$ cat src/hw/rtl/ivt_pkg.sv
package ivt_pkg;

    localparam int KIND_W         = 3;
    localparam int SLOT_W         = 5;
    localparam int HANDLER_IN_W   = 16;
    localparam int STATUS_W       = 3;
    localparam int IN_TDATA_W     = 32;
    localparam int OUT_TDATA_W    = 24;

    localparam int SLOT_COUNT_DEF    = 32;
    localparam int HANDLER_WIDTH_DEF = 16;

    typedef enum logic [KIND_W-1:0] {
        KIND_QUERY   = 3'd0,
        KIND_ATTACH  = 3'd1,
        KIND_REPLACE = 3'd2,
        KIND_MODIFY  = 3'd3,
        KIND_DETACH  = 3'd4,
        KIND_ENABLE  = 3'd5,
        KIND_DISABLE = 3'd6,
        KIND_TRIGGER = 3'd7
    } kind_t;

    typedef enum logic [STATUS_W-1:0] {
        ST_SUCCESS    = 3'd0,
        ST_OCCUPIED   = 3'd1,
        ST_NOT_LOADED = 3'd2,
        ST_IMMUTABLE  = 3'd3,
        ST_DISABLED   = 3'd4
    } status_t;

    typedef struct packed {
        logic loaded;
        logic enabled;
        logic locked;
    } flags_t;

    typedef struct packed {
        logic   wr_flags;
        flags_t flags;
        logic   wr_handler;
    } update_t;

    typedef struct packed {
        status_t status;
        logic    dispatch;
    } result_t;

endpackage

$ cat src/hw/rtl/ivt_ram.sv
module ivt_ram #(
    parameter int WIDTH = 16,
    parameter int DEPTH = 32
) (
    input  logic                     clk,
    input  logic                     wr_en,
    input  logic [$clog2(DEPTH)-1:0] wr_addr,
    input  logic [WIDTH-1:0]         wr_data,
    input  logic                     rd_en,
    input  logic [$clog2(DEPTH)-1:0] rd_addr,
    output logic [WIDTH-1:0]         rd_data
);

    logic [WIDTH-1:0] mem [DEPTH];
    logic [WIDTH-1:0] rd_data_reg;

    always_ff @(posedge clk)
    begin
        if (wr_en)
        begin
            mem[wr_addr] <= wr_data;
        end
        if (rd_en)
        begin
            rd_data_reg <= mem[rd_addr];
        end
    end

    assign rd_data = rd_data_reg;

endmodule

$ cat src/hw/rtl/ivt_exec.sv
module ivt_exec (
    input  ivt_pkg::kind_t   kind,
    input  logic             in_range,
    input  logic             lock,
    input  ivt_pkg::flags_t  cur,
    output ivt_pkg::update_t upd,
    output ivt_pkg::result_t res
);

    import ivt_pkg::*;

    always_comb
    begin
        upd            = '0;
        res.status     = ST_NOT_LOADED;
        res.dispatch   = 1'b0;
        if (in_range)
        begin
            case (kind)
                KIND_QUERY:
                begin
                    res.status = cur.loaded ? ST_OCCUPIED : ST_NOT_LOADED;
                end
                KIND_ATTACH:
                begin
                    if (cur.loaded)
                    begin
                        res.status = ST_OCCUPIED;
                    end
                    else
                    begin
                        upd.wr_flags   = 1'b1;
                        upd.flags      = '{loaded: 1'b1, enabled: 1'b1, locked: lock};
                        upd.wr_handler = 1'b1;
                        res.status     = ST_SUCCESS;
                    end
                end
                KIND_REPLACE:
                begin
                    upd.wr_flags   = 1'b1;
                    upd.flags      = '{loaded: 1'b1, enabled: 1'b1, locked: lock};
                    upd.wr_handler = 1'b1;
                    res.status     = ST_SUCCESS;
                end
                KIND_MODIFY:
                begin
                    if (cur.locked)
                    begin
                        res.status = ST_IMMUTABLE;
                    end
                    else if (cur.loaded)
                    begin
                        upd.wr_handler = 1'b1;
                        res.status     = ST_SUCCESS;
                    end
                end
                KIND_DETACH:
                begin
                    if (cur.loaded)
                    begin
                        // handler id left stale: never read while unloaded
                        upd.wr_flags = 1'b1;
                        upd.flags    = '0;
                        res.status   = ST_SUCCESS;
                    end
                end
                KIND_ENABLE, KIND_DISABLE:
                begin
                    if (cur.loaded)
                    begin
                        upd.wr_flags = 1'b1;
                        upd.flags    = '{loaded: 1'b1, enabled: (kind == KIND_ENABLE),
                                         locked: cur.locked};
                        res.status   = ST_SUCCESS;
                    end
                end
                KIND_TRIGGER:
                begin
                    if (cur.loaded)
                    begin
                        if (cur.enabled)
                        begin
                            res.dispatch = 1'b1;
                            res.status   = ST_SUCCESS;
                        end
                        else
                        begin
                            res.status = ST_DISABLED;
                        end
                    end
                end
                default:
                begin
                    res.status = ST_NOT_LOADED;
                end
            endcase
        end
    end

endmodule

$ cat src/hw/rtl/interrupt_vector_table_top.sv
// Interrupt vector table: SLOT_COUNT slots, each with loaded, enable and lock
// bits and a handler id.
// Input stream (s_axis_*): one word per operation on one slot. Output stream
// (m_axis_*): exactly one result word per input word, in order, carrying the
// status code and, for a successful trigger, the dispatched handler id.
// An accepted word goes into the input register, then through the table access
// into the result register.
// Throughput: one word per cycle unless the output stalls; each word is a single
// read-modify-write of one slot, the flag bits in flops and the handler ids in a
// RAM whose write from one word is forwarded to the word read in the same cycle.
// Reset clears all loaded/enable/lock bits at once; the block takes words in
// the first cycle after reset. Handler RAM needs no clearing.
// When the receiver holds m_axis_tready low the result register holds, the
// input register fills behind it, and s_axis_tready then drops; no word is
// lost or duplicated.
module interrupt_vector_table_top #(
    parameter int SLOT_COUNT    = ivt_pkg::SLOT_COUNT_DEF,
    parameter int HANDLER_WIDTH = ivt_pkg::HANDLER_WIDTH_DEF
) (
    input  logic                             clk,
    input  logic                             rst_n,
    input  logic                             s_axis_tvalid,
    output logic                             s_axis_tready,
    // [2:0] kind, [7:3] slot, [23:8] handler, [24] lock, [31:25] zero
    input  logic [ivt_pkg::IN_TDATA_W-1:0]   s_axis_tdata,
    output logic                             m_axis_tvalid,
    input  logic                             m_axis_tready,
    // [2:0] status, [3] dispatch_valid, [19:4] dispatch_handler, [23:20] zero
    output logic [ivt_pkg::OUT_TDATA_W-1:0]  m_axis_tdata
);

    import ivt_pkg::*;

    localparam int AW = $clog2(SLOT_COUNT);
    localparam int SW = (AW > SLOT_W) ? AW : SLOT_W;
    localparam int HW = HANDLER_WIDTH;

    // input register
    logic              s1_valid_reg;
    logic [KIND_W-1:0] s1_kind_reg;
    logic [AW-1:0]     s1_idx_reg;
    logic              s1_range_reg;
    logic [HW-1:0]     s1_handler_reg;
    logic              s1_lock_reg;

    // result register
    logic                    out_valid_reg;
    status_t                 out_status_reg;
    logic                    out_dv_reg;
    logic [HANDLER_IN_W-1:0] out_dh_reg;

    // table flags
    logic [SLOT_COUNT-1:0] loaded_reg, loaded_next;
    logic [SLOT_COUNT-1:0] enabled_reg, enabled_next;
    logic [SLOT_COUNT-1:0] locked_reg, locked_next;

    // forward of a handler write to the word read in the same cycle
    logic          byp_valid_reg;
    logic [AW-1:0] byp_idx_reg;
    logic [HW-1:0] byp_handler_reg;

    logic          in_fire;
    logic          s1_advance;
    logic          commit;
    logic [SLOT_W-1:0]       in_slot;
    logic [SW-1:0]           in_slot_wide;
    logic [AW-1:0]           in_idx;
    logic                    in_range;
    logic [31:0]             in_handler32;
    logic [HW-1:0]           ram_rd_data;
    logic [HW-1:0]           stored_handler;
    logic [31:0]             stored32;
    flags_t                  cur_flags;
    update_t                 upd;
    result_t                 res;

    assign in_slot      = s_axis_tdata[7:3];
    assign in_slot_wide = SW'(in_slot);
    assign in_idx       = in_slot_wide[AW-1:0];
    assign in_range     = (32'(in_slot) < 32'(SLOT_COUNT));
    assign in_handler32 = 32'(s_axis_tdata[23:8]);

    assign s1_advance    = !out_valid_reg || m_axis_tready;
    assign s_axis_tready = !s1_valid_reg || s1_advance;
    assign in_fire       = s_axis_tvalid && s_axis_tready;
    assign commit        = s1_valid_reg && s1_advance;

    assign cur_flags.loaded  = loaded_reg[s1_idx_reg];
    assign cur_flags.enabled = enabled_reg[s1_idx_reg];
    assign cur_flags.locked  = locked_reg[s1_idx_reg];

    ivt_exec u_exec (
        .kind     (kind_t'(s1_kind_reg)),
        .in_range (s1_range_reg),
        .lock     (s1_lock_reg),
        .cur      (cur_flags),
        .upd      (upd),
        .res      (res)
    );

    ivt_ram #(
        .WIDTH (HW),
        .DEPTH (SLOT_COUNT)
    ) u_handler_ram (
        .clk     (clk),
        .wr_en   (commit && upd.wr_handler),
        .wr_addr (s1_idx_reg),
        .wr_data (s1_handler_reg),
        .rd_en   (in_fire),
        .rd_addr (in_idx),
        .rd_data (ram_rd_data)
    );

    assign stored_handler = (byp_valid_reg && (byp_idx_reg == s1_idx_reg)) ?
                            byp_handler_reg : ram_rd_data;
    assign stored32       = 32'(stored_handler);

    always_comb
    begin
        loaded_next  = loaded_reg;
        enabled_next = enabled_reg;
        locked_next  = locked_reg;
        if (commit && upd.wr_flags)
        begin
            loaded_next[s1_idx_reg]  = upd.flags.loaded;
            enabled_next[s1_idx_reg] = upd.flags.enabled;
            locked_next[s1_idx_reg]  = upd.flags.locked;
        end
    end

    always_ff @(posedge clk or negedge rst_n)
    begin
        if (!rst_n)
        begin
            s1_valid_reg  <= 1'b0;
            out_valid_reg <= 1'b0;
            byp_valid_reg <= 1'b0;
            loaded_reg    <= '0;
            enabled_reg   <= '0;
            locked_reg    <= '0;
        end
        else
        begin
            loaded_reg  <= loaded_next;
            enabled_reg <= enabled_next;
            locked_reg  <= locked_next;
            if (s_axis_tready)
            begin
                s1_valid_reg <= s_axis_tvalid;
            end
            if (s1_advance)
            begin
                out_valid_reg <= s1_valid_reg;
            end
            if (in_fire)
            begin
                byp_valid_reg <= commit && upd.wr_handler;
            end
        end
    end

    always_ff @(posedge clk)
    begin
        if (in_fire)
        begin
            s1_kind_reg     <= s_axis_tdata[2:0];
            s1_idx_reg      <= in_idx;
            s1_range_reg    <= in_range;
            s1_handler_reg  <= in_handler32[HW-1:0];
            s1_lock_reg     <= s_axis_tdata[24];
            byp_idx_reg     <= s1_idx_reg;
            byp_handler_reg <= s1_handler_reg;
        end
        if (commit)
        begin
            out_status_reg <= res.status;
            out_dv_reg     <= res.dispatch;
            out_dh_reg     <= res.dispatch ? stored32[HANDLER_IN_W-1:0] : '0;
        end
    end

    assign m_axis_tvalid = out_valid_reg;
    assign m_axis_tdata  = {4'b0000, out_dh_reg, out_dv_reg, out_status_reg};

endmodule

$ cat config.mk
export PLATFORM = sky130hd
export DESIGN_NAME = interrupt_vector_table_top
export DESIGN_NICKNAME = d
export VERILOG_FILES = /design/src/hw/rtl/ivt_pkg.sv /design/src/hw/rtl/ivt_ram.sv /design/src/hw/rtl/ivt_exec.sv /design/src/hw/rtl/interrupt_vector_table_top.sv
export SDC_FILE = /design/constraint.sdc
export NUM_CORES = 1
export LEC_CHECK = 0
export ABC_AREA = 1
export ABC_CLOCK_PERIOD_IN_PS = 5050
export BUFFER_PORTS_ARGS = -buffer_cell sky130_fd_sc_hd__buf_4
export CORE_AREA = 2 2 259 261
export DETAILED_ROUTE_END_ITERATION = 16
export DIE_AREA = 0 0 261 263
export SLEW_MARGIN = 20
export SYNTH_ARGS = -nofsm -noshare
export SYNTH_HDL_FRONTEND = slang
export SYNTH_HIERARCHICAL = 1
export SYNTH_SLANG_ARGS = --single-unit
$ cat constraint.sdc
create_clock -name clk -period 5.05 [get_ports clk]
set_input_delay 0.7575 -clock clk [delete_from_list [all_inputs] [get_ports clk]]
set_output_delay 0.7575 -clock clk [all_outputs]
set_load 0.02 [all_outputs]
==> reports/metrics.yaml, run 1 <==
worst_setup_path:
  worst-path-buf-inv: 4
  setup.worst_path.start_class: "flop"
  cpMostUsedCell: "nand2_1"
  crit_chain: "inv_1 -> nor3_1 -> nand2_1 -> nand2_1 -> nor2_1 -> nand2_1 -> inv_1 -> nor2_1 -> nand2_1 -> a21oi_1 -> and3_1 -> nand3_1 -> buf_4 -> nor2_1 -> buf_4"
  arrival_ns: 4.35
  critPathMaxFanout: 16
  crit_family: "simple AND/OR/NAND/NOR gates"
  crit_required_ns: 5.36
  crit_type: "reg2reg"
  end_kind: "flop"
  cp_slowest_cell: "nor3_1"
  slowest_delay_ns: 0.82
synthesis:
  yosys.area.top_type: "edfxtp_1"
  synth_area_um2: 28800
  synth.area.top_cells: "edfxtp_1, nand2_1, dfrtp_1"
  synth-simple-area-share: 0.236
  netlist_instances: 2665
  synth_cell_types: 27
  synth-edff-count: 594
  synth_most_common_cell: "nand2_1"
  synth_commonest_cells: "nand2_1, edfxtp_1, nand3_1"
  synth_top_family_by_area: "simple AND/OR/NAND/NOR gates"
  synth_top_area_frac: 0.620
  ys_seq_elements: 693
  synth_xor_area_frac: 0
  synthAdderAreaFrac: 0
  avgSynthCellArea_um2: 10.8
  yosys-mux-area-fraction: 0
  synthArstFlopShare: 0.143
  synth_compound_area_frac: 0.0197
  ys_seq_area_frac: 0.706
  yosys_warnings: 6
  synth_ff_type: "edfxtp_1"
floorplanning:
  core_region_area_um2: 65600
  dieArea_um2: 68600
  die_h_um: 263
  die_x_um: 261
  top_level_ports: 62
  num_rows: 94
  start_util: 0.439
clock_tree:
  h-tree-depth: 3
  cts-root-buf: "clkbuf_16"
  insertion_delay_ns: 0.64
  hold_buffers: 0
  cts_setup_buffers: 0
  clk_pin_slew_worst_paths_ns: 0.06
  cts_buffer_depth: 3
  cts_resized: 0
  clkSinkCount: 693
  cts_tree: "built"
  numCtsBuffers: 72
power_and_ir_drop:
  p_sw_frac: 0.228
  powerDensity_nw_per_um2: 386
  power_frac_clock: 0.429
  switchingPower_uw: 2850
  combPwrFrac: 0.063
  p_int_uw: 9670
  seqPwrFrac: 0.508
  vdd_drop_max_mv: 0.233
  p_leak_uw: 0.0128
global_routing:
  grt.total_usage: 0.207
  grt_max_degree: 189
  grt_pass1_wl_um: 108000
  antenna_found_initial: 1
  overflow: 0
  grt_pass1_vias: 18400
sta:
  fin_crit_ns: 4.04
  max_slew_margin: 0.223
  maxSlewViolCount: 0
  fin_crit_sh: 0.799
  rsz0062_at_grt: "no"
  max_freq_ghz: 0.248
  clock-skew-final_ns: 0.0390
  setup_violations: 0
  tns_ns: 0
  tightest_slew_ns: 1.16
  whs_ns: 0.0608
  hold_violations: 0
placement:
  placed_cell_area_um2: 30000
  port_buffers: 50
  hpwl_um: 39700
  finalWeightedCongestion: 0.835
  placed_cells_incl_taps: 3519
flow_run:
  maxCapViolCount: 0
min_path:
  hold_class: "in2async"
finish:
  fin_cells: 3651
  final_area_um2: 32400
  largest_reg_flops: 512
  nets: 2765
  diodes: 0
  fillers: 5821
  area_delta_synth_final_pct: 12.7
  largest-register: "u_handler_ram/mem"
  drive_above_1_share: 0.0908
routing:
  ant_nets: 0
  dr.first_iter.drc_count: 1833
  drc: 0
  wire_per_inst_um: 19.5
  first_pass_iters: 5
  drt_wl_total_um: 71100
  drt-vias-per-instance: 5.27
  num_vias: 19200
outcome:
  status: "completed"
cell type report:
class / count / area (µm²) / area share
Clock buffer: 88 / 1880 / 0.0580
Multi-Input combinational cell: 1785 / 7410 / 0.228
Inverter: 48 / 188 / 0.00578
Clock inverter: 44 / 533 / 0.0164
Tap cell: 864 / 1080 / 0.0333
Sequential cell: 693 / 20300 / 0.626
Timing Repair Buffer: 129 / 1040 / 0.0320
kinds of logic (layout without fill, tap and decap cells):
family                 count (synthesis)  in the layout
AOI/OAI and AO/OA                    109            109
buffers and inverters                192            309
DFF                                  693            693
other                                  2              7
and+or+nand+nor                     1669           1669
routing by layer:
layer / wire length (µm) / GRT usage
met5: 16 / 0
met4: 1540 / 0.0551
met3: 5350 / 0.0336
met2: 33800 / 0.333
met1: 30400 / 0.293
power by group through the flow:
stage               Combinational, µW  Clock, µW  Sequential (µW)
global placement                  771          0             6480
detailed placement                783          0             6480
finish                            785       5380             6360
floorplan                         429          0             6530
global route                      860       5710             6370
CTS                               785       5480             6360
metrics by stage:
step | power, µW | utilization | setup slack, ns
2_1_floorplan | 6960 | - | 1.66
3_3_place_gp | 7250 | 0.457 | 1.16
3_5_place_dp | 7270 | 0.457 | 1.05
4_1_cts | 12600 | 0.494 | 1.05
5_1_grt | 12900 | 0.494 | 0.694
6_report | 12500 | 0.494 | 1.01
layout by cell type, fill, tap and decap left out, types with 9 or more instances in the layout:
| cell | instances |
|---|---|
| clkbuf_1 | 15 |
| inv_1 | 41 |
| bufinv_16 | 9 |
| nand2_1 | 1174 |
| clkinv_1 | 11 |
| buf_4 | 123 |
| dfrtp_1 | 99 |
| edfxtp_1 | 594 |
| clkinv_2 | 16 |
| clkbuf_16 | 73 |
| nor2_1 | 76 |
| nor3_1 | 9 |
| nand3_1 | 402 |
| o21ai_0 | 93 |
final timing paths:
check                           startpoint  depth (start not counted)                        to  slack (ns)
setup / recovery             s1_idx_reg[2]                         15  u_handler_ram/mem[11][4]        1.01
hold / removal                       rst_n                          1           enabled_reg[25]        0.06
setup reg to reg             s1_idx_reg[2]                         15  u_handler_ram/mem[11][4]        1.01
hold reg to reg              loaded_reg[9]                          2             loaded_reg[9]        0.49
max in group asynchronous            rst_n                          2             loaded_reg[4]        3.78
min in group clk           s_axis_tdata[9]                          1         s1_handler_reg[1]        0.31
(Power assumes the default switching activity.)
==> run 2: changes to the inputs <==
--- a/config.mk
+++ b/config.mk
@@ -6,7 +6,7 @@
 export NUM_CORES = 1
 export LEC_CHECK = 0
 export ABC_AREA = 1
-export ABC_CLOCK_PERIOD_IN_PS = 5050
+export ABC_CLOCK_PERIOD_IN_PS = 3400
 export BUFFER_PORTS_ARGS = -buffer_cell sky130_fd_sc_hd__buf_4
 export CORE_AREA = 2 2 259 261
 export DETAILED_ROUTE_END_ITERATION = 16
==> constraint.sdc (replaced) <==
create_clock -name clk -period 3.4 [get_ports clk]
set_input_delay 0.51 -clock clk [delete_from_list [all_inputs] [get_ports clk]]
set_output_delay 0.51 -clock clk [all_outputs]
set_load 0.02 [all_outputs]
==> reports/metrics.yaml, run 2 (synthesized netlist as in run 1, its figures left out) <==
worst_setup_path:
  arrival_ns: 3.47
  end_kind: "flop"
  crit_required_ns: 3.72
  setup.worst_path.start_class: "flop"
  crit_type: "reg2reg"
  critPathMaxFanout: 16
sta:
  fin_crit_ns: 3.15
  maxSlewViolCount: 0
  whs_ns: 0.0668
  max_slew_margin: 0.277
  tightest_slew_ns: 1.08
  fin_crit_sh: 0.927
  fin_ws_ns: 0.248
  max_freq_ghz: 0.317
  clock-skew-final_ns: 0.0305
  hold_violations: 0
  setup_violations: 0
clock_tree:
  h-tree-depth: 3
  cts_buffer_depth: 3
  clk_pin_slew_worst_paths_ns: 0.06
  cts_tree: "built"
  insertion_delay_ns: 0.62
  numCtsBuffers: 74
  clkSinkCount: 693
  cts-root-buf: "clkbuf_16"
global_routing:
  grt_pass1_vias: 18600
  antenna_found_initial: 0
  grt_pass1_wl_um: 109000
  grt.total_usage: 0.209
  overflow: 0
  grt_max_degree: 100
routing:
  ant_nets: 0
  drc: 0
  num_vias: 19600
  first_pass_iters: 5
  wire_per_inst_um: 19.5
  dr.first_iter.drc_count: 2088
  drt-vias-per-instance: 5.29
  drt_wl_total_um: 71900
placement:
  finalWeightedCongestion: 0.864
  hpwl_um: 42900
  pre_cts_ws_ns: -0.00457
  placed_cells_incl_taps: 3561
  port_buffers: 50
floorplanning:
  die_h_um: 263
  num_rows: 94
  start_util: 0.439
  dieArea_um2: 68600
  die_x_um: 261
  core_region_area_um2: 65600
  top_level_ports: 62
finish:
  largest-register: "u_handler_ram/mem"
  largest_reg_flops: 512
  area_delta_synth_final_pct: 14.9
  nets: 2810
  drive_above_1_share: 0.104
  mostFrequentLayoutCell: "nand2_1"
  fin_cells: 3694
  final_cell_mix: "nand2_1, edfxtp_1, nand3_1"
  diodes: 0
power_and_ir_drop:
  vdd_drop_max_mv: 0.311
  p_total_uw: 18600
  powerDensity_nw_per_um2: 562
  p_leak_uw: 0.0130
outcome:
  status: "completed"
flow_run:
  maxCapViolCount: 0
min_path:
  hold_class: "in2reg"
[run 2: cell types whose count changed in the layout (fill, tap and decap cells not counted), moves of 6 or more]
cell	delta
buf_12	+26
buf_4	+14
clkbuf_1	+6
clkinv_2	-10
[run 2: stage by stage]
step / util / cell area [µm²] / TNS [ns]
floorplan: - / 28800 / 0
global placement: 0.467 / 30700 / -0.555
detailed placement: 0.467 / 30700 / -0.0521
CTS: 0.504 / 33100 / 0
global route: 0.504 / 33100 / -0.0410
finish: 0.504 / 33100 / 0
[run 2: per-layer routing]
metal | share of wire | vias to the layer above | track usage
met5 | 0 | - | 0
met4 | 0.025 | 0 | 0.0674
met3 | 0.069 | 121 | 0.0327
met2 | 0.47 | 687 | 0.335
met1 | 0.43 | 9504 | 0.291
li1 | - | 9245 | -
[run 2: layout make-up]
cell class / instances / area (µm²)
Fill cell: 5782 / 32500
Timing Repair Buffer: 172 / 1700
Clock buffer: 100 / 2020
Inverter: 48 / 188
Sequential cell: 693 / 20300
Tap cell: 864 / 1080
Clock inverter: 32 / 349
Multi-Input combinational cell: 1785 / 7430
[run 2: critical path, stage by stage, from the launching register on]
cell,delay [ns]
edfxtp_1,0.48
inv_1,0.21
nor3_1,0.12
buf_4,0.17
nand2_1,0.07
nand2_1,0.05
nor2_1,0.16
nand2_1,0.17
nor2_1,0.14
nand2_1,0.08
a21oi_1,0.19
and3_4,0.27
nand3_1,0.12
buf_4,0.19
nor2_1,0.21
buf_12,0.20
[run 2: path summary, 6_finish.rpt]
kind                       slack (ns)  cells past startpoint              from                 endpoint
hold reg to reg                  0.48                      2   enabled_reg[29]          enabled_reg[29]
min in group asynchronous        0.51                      2             rst_n           locked_reg[13]
setup / recovery                 0.25                     15     s1_idx_reg[3]  u_handler_ram/mem[3][8]
max in group asynchronous        2.12                      3             rst_n           enabled_reg[6]
hold / removal                   0.07                      1  s_axis_tdata[20]       s1_handler_reg[12]
setup reg to reg                 0.25                     15     s1_idx_reg[3]  u_handler_ram/mem[3][8]
[run 2: where the power goes]
part | switching [µW] | internal [µW]
logic | 908 | 316
clock network | 3270 | 4650
registers | 53.9 | 9400
total | 4230 | 14400
[run 2: timing repair]
action / in CTS / in global routing
endpoints found under the setup margin: 71 / 512
buffers inserted: 0 / 0
resized for setup: 3 / 9
hold endpoints to repair: 55 / 0
hold buffers: 1 / 0
